[src/rtl/fdtd_1d_leapfrog_step_core_defines.svh]
// ----------------------------------------------------------------------------
// fdtd_1d_leapfrog_step_core_defines
// assertion macros shared by the grid engine; they use clk_i and rst_ni
// ----------------------------------------------------------------------------
`ifndef FDTD_1D_LEAPFROG_STEP_CORE_DEFINES_SVH
`define FDTD_1D_LEAPFROG_STEP_CORE_DEFINES_SVH

// same-cycle implication
`define FD_ASSERT_NOW(label, ante, cons, msg) \
  label: assert property (@(posedge clk_i) disable iff (!rst_ni) (ante) |-> (cons)) \
    else $error(msg);

// next-cycle implication
`define FD_ASSERT_NEXT(label, ante, cons, msg) \
  label: assert property (@(posedge clk_i) disable iff (!rst_ni) (ante) |=> (cons)) \
    else $error(msg);

`endif

[src/rtl/fdtd1d_pkg.sv]
`timescale 1ns / 1ps
// ----------------------------------------------------------------------------
// fdtd1d_pkg
// widths, codes and saturation helper of the 1-d leapfrog grid engine
// ----------------------------------------------------------------------------
package fdtd1d_pkg;

  localparam int unsigned FIELD_W    = 32;  // q16.16
  localparam int unsigned COEF_W     = 32;  // q10.22
  localparam int unsigned FRAC_BITS  = 22;
  localparam int unsigned PROD_W     = FIELD_W + COEF_W;
  localparam int unsigned RND_W      = PROD_W - FRAC_BITS;
  localparam int unsigned SUM_W      = RND_W + 1;
  localparam int unsigned ACTIVE_W   = 11;
  localparam int unsigned NODE_W     = 10;
  localparam int unsigned CFG_IDX_W  = 3;
  localparam int unsigned CFG_DATA_W = 11;

  localparam logic [ACTIVE_W-1:0] RST_ACTIVE     = 11'd1024;
  localparam logic [NODE_W-1:0]   RST_SRC_NODE_H = 10'd0;
  localparam logic [NODE_W-1:0]   RST_SRC_NODE_E = 10'd1;

  localparam logic signed [FIELD_W-1:0] FIELD_MAX = {1'b0, {(FIELD_W-1){1'b1}}};
  localparam logic signed [FIELD_W-1:0] FIELD_MIN = {1'b1, {(FIELD_W-1){1'b0}}};

  localparam logic BND_PEC = 1'b0;
  localparam logic BND_ABC = 1'b1;

  typedef enum logic [1:0] {
    ACT_LOAD = 2'd0,
    ACT_STEP = 2'd1,
    ACT_READ = 2'd2,
    ACT_NONE = 2'd3
  } action_e;

  typedef enum logic [1:0] {
    SEL_H_SELF = 2'd0,
    SEL_H_CURL = 2'd1,
    SEL_E_SELF = 2'd2,
    SEL_E_CURL = 2'd3
  } coef_sel_e;

  typedef enum logic [1:0] {
    SRC_HARD = 2'd0,
    SRC_ADD  = 2'd1,
    SRC_SUB  = 2'd2,
    SRC_OFF  = 2'd3
  } src_mode_e;

  typedef enum logic [1:0] {
    ST_OK    = 2'd0,
    ST_RANGE = 2'd1,
    ST_SAT   = 2'd2
  } status_e;

  typedef enum logic [CFG_IDX_W-1:0] {
    CFG_ACTIVE_NODES  = 3'd0,
    CFG_BOUNDARY_MODE = 3'd1,
    CFG_SRC_MODE_H    = 3'd2,
    CFG_SRC_NODE_H    = 3'd3,
    CFG_SRC_MODE_E    = 3'd4,
    CFG_SRC_NODE_E    = 3'd5
  } cfg_idx_e;

  // operands handed to the shared multiplier
  typedef struct packed {
    logic signed [FIELD_W-1:0] field;
    logic signed [COEF_W-1:0]  coef;
  } mul_req_t;

  typedef struct packed {
    logic                      sat;
    logic signed [FIELD_W-1:0] val;
  } sat_t;

  // clamp a wide signed sum to the field range and flag the clamp
  function automatic sat_t sat_field(input logic signed [SUM_W-1:0] v);
    sat_t r;
    logic hi_ones;
    logic hi_zeros;
    hi_ones  = &v[SUM_W-1:FIELD_W-1];
    hi_zeros = ~|v[SUM_W-1:FIELD_W-1];
    r.sat    = !(hi_ones || hi_zeros);
    if (r.sat) begin
      r.val = v[SUM_W-1] ? FIELD_MIN : FIELD_MAX;
    end else begin
      r.val = v[FIELD_W-1:0];
    end
    return r;
  endfunction

endpackage

[src/rtl/fdtd1d_mulrnd.sv]
`timescale 1ns / 1ps
// ----------------------------------------------------------------------------
// fdtd1d_mulrnd
// shared field by coefficient multiplier, registered product, then
// round to nearest (halves up) to q26.16 in the following cycle
// ----------------------------------------------------------------------------
module fdtd1d_mulrnd
  import fdtd1d_pkg::*;
(
  input  logic                    clk_i,
  input  mul_req_t                req_i,
  output logic signed [RND_W-1:0] rnd_o
);

  logic signed [FIELD_W-1:0] op_a;
  logic signed [COEF_W-1:0]  op_b;
  logic signed [PROD_W-1:0]  prod_d;
  logic signed [PROD_W-1:0]  prod_q;
  logic signed [PROD_W-1:0]  biased;

  assign op_a   = req_i.field;
  assign op_b   = req_i.coef;
  assign prod_d = op_a * op_b;

  always_ff @(posedge clk_i) begin
    prod_q <= prod_d;
  end

  // floor((p + half) / 2^frac) is the arithmetic shift of the biased product
  assign biased = prod_q + (PROD_W'(1) << (FRAC_BITS - 1));
  assign rnd_o  = biased[PROD_W-1:FRAC_BITS];

endmodule

[config.mk]
export PLATFORM = sky130hd
export DESIGN_NAME = fdtd1d_mulrnd
export DESIGN_NICKNAME = d
export VERILOG_FILES = /design/src/rtl/fdtd_1d_leapfrog_step_core_defines.svh /design/src/rtl/fdtd1d_pkg.sv /design/src/rtl/fdtd1d_mulrnd.sv
export SDC_FILE = /design/constraint.sdc
export NUM_CORES = 2
export LEC_CHECK = 0
export ABC_AREA = 1
export BUFFER_PORTS_ARGS = -buffer_cell sky130_fd_sc_hd__buf_2
export CAP_MARGIN = 20
export CORE_ASPECT_RATIO = 2
export CORE_UTILIZATION = 60
export DETAILED_ROUTE_END_ITERATION = 16
export GPL_ROUTABILITY_DRIVEN = 0
export PLACE_DENSITY = 0.73
export RECOVER_POWER = 25
export SYNTH_ARGS = -nofsm -noshare
export SYNTH_HDL_FRONTEND = slang
export SYNTH_SLANG_ARGS = --single-unit
[constraint.sdc]
create_clock -name clk_i -period 10.83 [get_ports clk_i]
set_input_delay 2.166 -clock clk_i [delete_from_list [all_inputs] [get_ports clk_i]]
set_output_delay 2.166 -clock clk_i [all_outputs]
set_load 0.02 [all_outputs]
* Word-level counts from Yosys, hierarchy flattened
Index checks and enable logic that the tools add are counted.
** Storage, ports and cells
- Bits in latches :: 0
- Memories kept :: 0
- Input bits :: 65
- ROM bits :: 0
- Register bits after elaboration :: 64
- Word-level logic and storage cells :: 3
- Output and inout port bits :: 42
- RAM bits :: 0
** Operators by class
- Order comparisons :: 0
- Equal/unequal tests :: 0
- Divide/modulo/power cells :: 0
- Shift-type cells :: 0
- Bitwise gates (word level) :: 0
- Multiply operators :: 1
- Add/sub/neg operators :: 1
- Reduce and logical (&&, ||, !) cells :: 0
- Mux-type cells :: 0
** Operator list (count)
- 64-bit by 23-bit adder with 64-bit output, second input constant :: 1
- 32-bit by 32-bit multiplier with 64-bit output :: 1

* Depth between registers and ports, before layout
- Word-level depth :: 1
- Mapped depth :: 33
- Depth with buffers taken out :: 32

* Worst setup path before layout
OpenSTA, ideal clock, no wires.
- Path type :: input to register
- Start :: input port req_i[63] (netlist name)
- End :: register prod_q[56]
- Slack :: 1.870 ns
- Arrival time :: 8.848 ns
- Stages on the path :: 27
- Data required time :: 10.718 ns
- Path buffers :: 1
- Setup time :: 0.112 ns
- Cells stage by stage :: clkbuf_1 nand2_1 inv_1 fa_1 inv_1 fa_1 inv_1 fa_1 fa_1 inv_1 fa_1 inv_1 fa_1 fa_1 inv_1 fa_1 inv_1 ha_1 nand2_1 nor2_1 inv_1 nor3_1 nand2_1 nor4_1 nand2_1 nand3_1 nand2_1
** On the way
- Cells in the longest elaborated chain, start to end :: 1
** RTL lines
- start, declared :: line fdtd1d_mulrnd.sv:11 : input mul_req_t req_i,
- 32-bit by 32-bit multiplier with 64-bit output :: line fdtd1d_mulrnd.sv:23 : assign prod_d = op_a * op_b;
- via prod_d[56] :: line fdtd1d_mulrnd.sv:17 : logic signed [PROD_W-1:0] prod_d;
- end signal, assigned :: line fdtd1d_mulrnd.sv:26 : prod_q <= prod_d;
- end, declared :: line fdtd1d_mulrnd.sv:18 : logic signed [PROD_W-1:0] prod_q;
The timed path passes the listed nets, and every way through them passes these cells.

* Worst setup path in the final report
- Start :: input port req_i[7] (netlist name)
- End :: register prod_q[50]
Same word-level chain as after synthesis.

==> flow_summary.rst <==
.. list-table::
   :header-rows: 1

   * - Metric
     - Value
   * - Outcome
     - finished, final reports clean
   * - Area used by multi-input combinational logic
     - 32200 um^2
   * - Area overhead of the layout relative to synthesis
     - 3.26%
   * - Worst Path Arrival
     - 9.80 ns
   * - Category of the most critical setup path
     - in2reg
   * - Count of nets left with antenna violations after detail routing
     - 0
   * - Maximum clock path buffer count
     - 2
   * - Gate count of the mapped netlist
     - 5123
   * - Share of the yosys chip area belonging to registers
     - 0.0215
   * - Delay of the slowest cell on the worst path
     - 0.61 ns
   * - Count of max-cap constraint violations
     - 0
   * - Ports placed on the boundary
     - 107
   * - Number of global-route vias before repair
     - 36.5k
   * - Hold Buf Count CTS
     - 0
   * - Fmax
     - 104 MHz
   * - Largest registers
     - prod_q (43)
   * - Pin count of the biggest net entering global routing
     - 33
   * - Top Family by Delay on Critical Path
     - adder cells
   * - Total global routing overflow
     - 0
   * - Post-synthesis instance area
     - 40100 um^2
   * - Syn. warnings
     - 0
   * - Class of the most critical hold timing path
     - in2reg
   * - Total wire length
     - 121000 um
   * - Flip-flop and latch count after synthesis
     - 43
   * - Count of fill cells added during filler insertion
     - 5962
   * - Placed cell areas
     - 41300 um^2
   * - Crit path buf inv count
     - 7
   * - Unrepaired setup endpoints after global routing
     - no
   * - Final Hold Violating Endpoints
     - 0
   * - Most frequent CP cell
     - sky130_fd_sc_hd__fa_1
   * - Post-synthesis compound-gate area fraction
     - 0.0200
   * - TritonCTS clock tree
     - done
   * - CORE AREA
     - 65900 um^2
   * - Average footprint of a synthesized cell
     - 7.83 um^2
   * - Final instance area
     - 41400 um^2
   * - Number of gates given a new drive strength after cts
     - 0
   * - Buffer cell driving the clock tree root
     - sky130_fd_sc_hd__clkbuf_16
   * - Nets in the synthesized netlist
     - 6450
   * - Setup TNS after final layout
     - 0 ns
   * - Area share of and/or/nand/nor cells after synthesis
     - 0.172
   * - Proportion of synthesized flip-flops having asynchronous set or reset
     - 0
   * - DR vias
     - 32.6k
   * - Dominant combinational cell family by area after synthesis
     - adder cells
   * - Adder-Cell Fraction of Synth Area
     - 0.596
   * - Initial drt markers
     - 2063
   * - Post-route fraction of the period consumed by the critical path
     - 0.888
   * - Worst-path cell with the longest stage delay
     - sky130_fd_sc_hd__buf_2
   * - Final critical delay including setup and external delays
     - 9.62 ns
   * - Biggest register
     - prod_q
   * - Max-slew violations
     - 0
   * - Worst-path fanout max
     - 32
   * - Post-detailed-route wirelength per cell
     - 20.4 um
   * - Vertical die dimension
     - 368 um
   * - Mux share of post-synthesis cell area
     - 0
   * - Width of the chip
     - 185 um
   * - Iteration count of the initial detailed-routing pass
     - 6
   * - Library cells used by synthesis
     - 34
   * - Antenna violations before repair
     - 12
   * - Leading register cell type out of synthesis
     - sky130_fd_sc_hd__dfxtp_1
   * - Post-CTS setup-driven buffer insertion count
     - 0
   * - Final Non-Filler Cells
     - 5963
   * - Number of enable flip-flop cells after synthesis
     - 0
   * - Clock transition at the registers of the reported paths
     - 0.07 ns
   * - Pre-CTS setup slack
     - 0.953 ns
   * - Transition time at the pin with the least slew margin
     - 1.02 ns
   * - Share of post-route cells with drive strength above 1
     - 0.0321
   * - Number of cells after detailed placement
     - 5950
   * - Number of clock buffers inserted by TritonCTS
     - 5
   * - Xor/xnor cell area share of the yosys netlist
     - 0.0157
   * - Final setup slack of the worst path
     - 1.21 ns
   * - Startpoint type of the worst setup path
     - input pin
   * - Worst path required time
     - 11.02 ns
   * - All-layer global routing usage
     - 0.383
   * - Worst-case headroom to the max-slew limit
     - 0.323
   * - Setup violators final
     - 0
   * - CTS HTree Levels
     - 2
   * - Sink Count
     - 43
   * - Final routed DRC violation total
     - 0
   * - Total die area
     - 67900 um^2
   * - Flip-flop count of the largest register, all copies and words added
     - 43
   * - Sort of element at the end of the critical path
     - register
   * - Standard-cell rows
     - 133
   * - Starting utilization of the core area
     - 0.608
   * - Layout net count
     - 6407
   * - Via-per-instance ratio
     - 5.47
   * - Area taken by flip-flops and latches
     - 861 um^2
   * - Total of buffers placed on input and output ports
     - 106
   * - First-pass GRT wire length
     - 192000 um
   * - Total half-perimeter wirelength after legalization and detailed placement
     - 102000 um
layout by cell type (no fill, tap or decap), drive strengths merged, types with 10 or more instances in the layout:
cell type | netlist | final
inv | 1674 | 1675
nand2 | 1384 | 1384
fa | 1081 | 1081
nor2 | 190 | 190
ha | 181 | 181
buf | 1 | 125
a21oi | 82 | 82
nand3 | 76 | 76
xor2 | 52 | 52
o21ai | 50 | 50
dfxtp | 43 | 43
nor4 | 24 | 24
nor3 | 23 | 23
clkbuf | 191 | 22
nand4 | 19 | 19
xnor2 | 19 | 19
o21bai | 10 | 10
logic make-up (layout without fill, tap and decap cells):
group / Yosys count / in the layout
flip-flops: 43 / 43
adder cells (fa/ha/maj): 1262 / 1262
AND/OR/NAND/NOR: 1730 / 1730
XOR/XNOR: 71 / 71
other: 0 / 5
buffers and inverters: 1866 / 1824
AO/OA/AOI/OAI: 151 / 151
Yosys cell counts (2+ instances only):
master,instances,area share
sky130_fd_sc_hd__a21boi_0,2,0.00037
sky130_fd_sc_hd__a21o_1,5,0.00094
sky130_fd_sc_hd__a21oi_1,82,0.010
sky130_fd_sc_hd__clkbuf_1,191,0.018
sky130_fd_sc_hd__dfxtp_1,43,0.021
sky130_fd_sc_hd__fa_1,1081,0.54
sky130_fd_sc_hd__ha_1,181,0.056
sky130_fd_sc_hd__inv_1,1670,0.16
sky130_fd_sc_hd__inv_2,4,0.00037
sky130_fd_sc_hd__nand2_1,1381,0.13
sky130_fd_sc_hd__nand2_4,2,0.00056
sky130_fd_sc_hd__nand3_1,70,0.0087
sky130_fd_sc_hd__nand3_2,5,0.0012
sky130_fd_sc_hd__nand3b_1,5,0.00094
sky130_fd_sc_hd__nand4_1,19,0.0030
sky130_fd_sc_hd__nor2_1,181,0.017
sky130_fd_sc_hd__nor2_2,3,0.00047
sky130_fd_sc_hd__nor2_4,5,0.0014
sky130_fd_sc_hd__nor3_1,22,0.0027
sky130_fd_sc_hd__nor4_1,23,0.0036
sky130_fd_sc_hd__o21a_1,2,0.00037
sky130_fd_sc_hd__o21ai_0,47,0.0059
sky130_fd_sc_hd__o21ai_1,3,0.00037
sky130_fd_sc_hd__o21bai_1,10,0.0019
sky130_fd_sc_hd__or2_2,9,0.0014
sky130_fd_sc_hd__xnor2_1,18,0.0039
sky130_fd_sc_hd__xor2_1,52,0.011
per-layer routing:
layer / share of wire / track usage / vias to the layer above
li1: - / - / 14000
met1: 0.28 / 0.350 / 16200
met2: 0.52 / 0.674 / 1612
met3: 0.073 / 0.0726 / 797
met4: 0.13 / 0.401 / 12
met5: 0.00072 / 0 / -
worst paths after layout:
kind                      from          to  slack, ns  cells after the start
worst max-delay path  req_i[7]  prod_q[50]       1.21                     25
worst min-delay path  req_i[0]  prod_q[37]       2.94                      9
layout make-up:
class	count	area share
Antenna cell	5	0.000302
Clock buffer	5	0.00302
Clock inverter	3	0.000574
Inverter	1674	0.152
Multi-Input combinational cell	3214	0.778
Sequential cell	43	0.0208
Tap cell	877	0.0265
Timing Repair Buffer	142	0.0188
through the flow:
stage / util / hold WS (ns)
6_report: 0.628 / 2.94
5_1_grt: 0.628 / 3.05
4_1_cts: 0.629 / 2.95
3_5_place_dp: 0.626 / 2.74
3_3_place_gp: 0.626 / 2.74
2_1_floorplan: - / 2.62
Power is left out: the tool's default activity adds up to more than one toggle a clock period on the data nets, which glitch-free logic cannot reach.
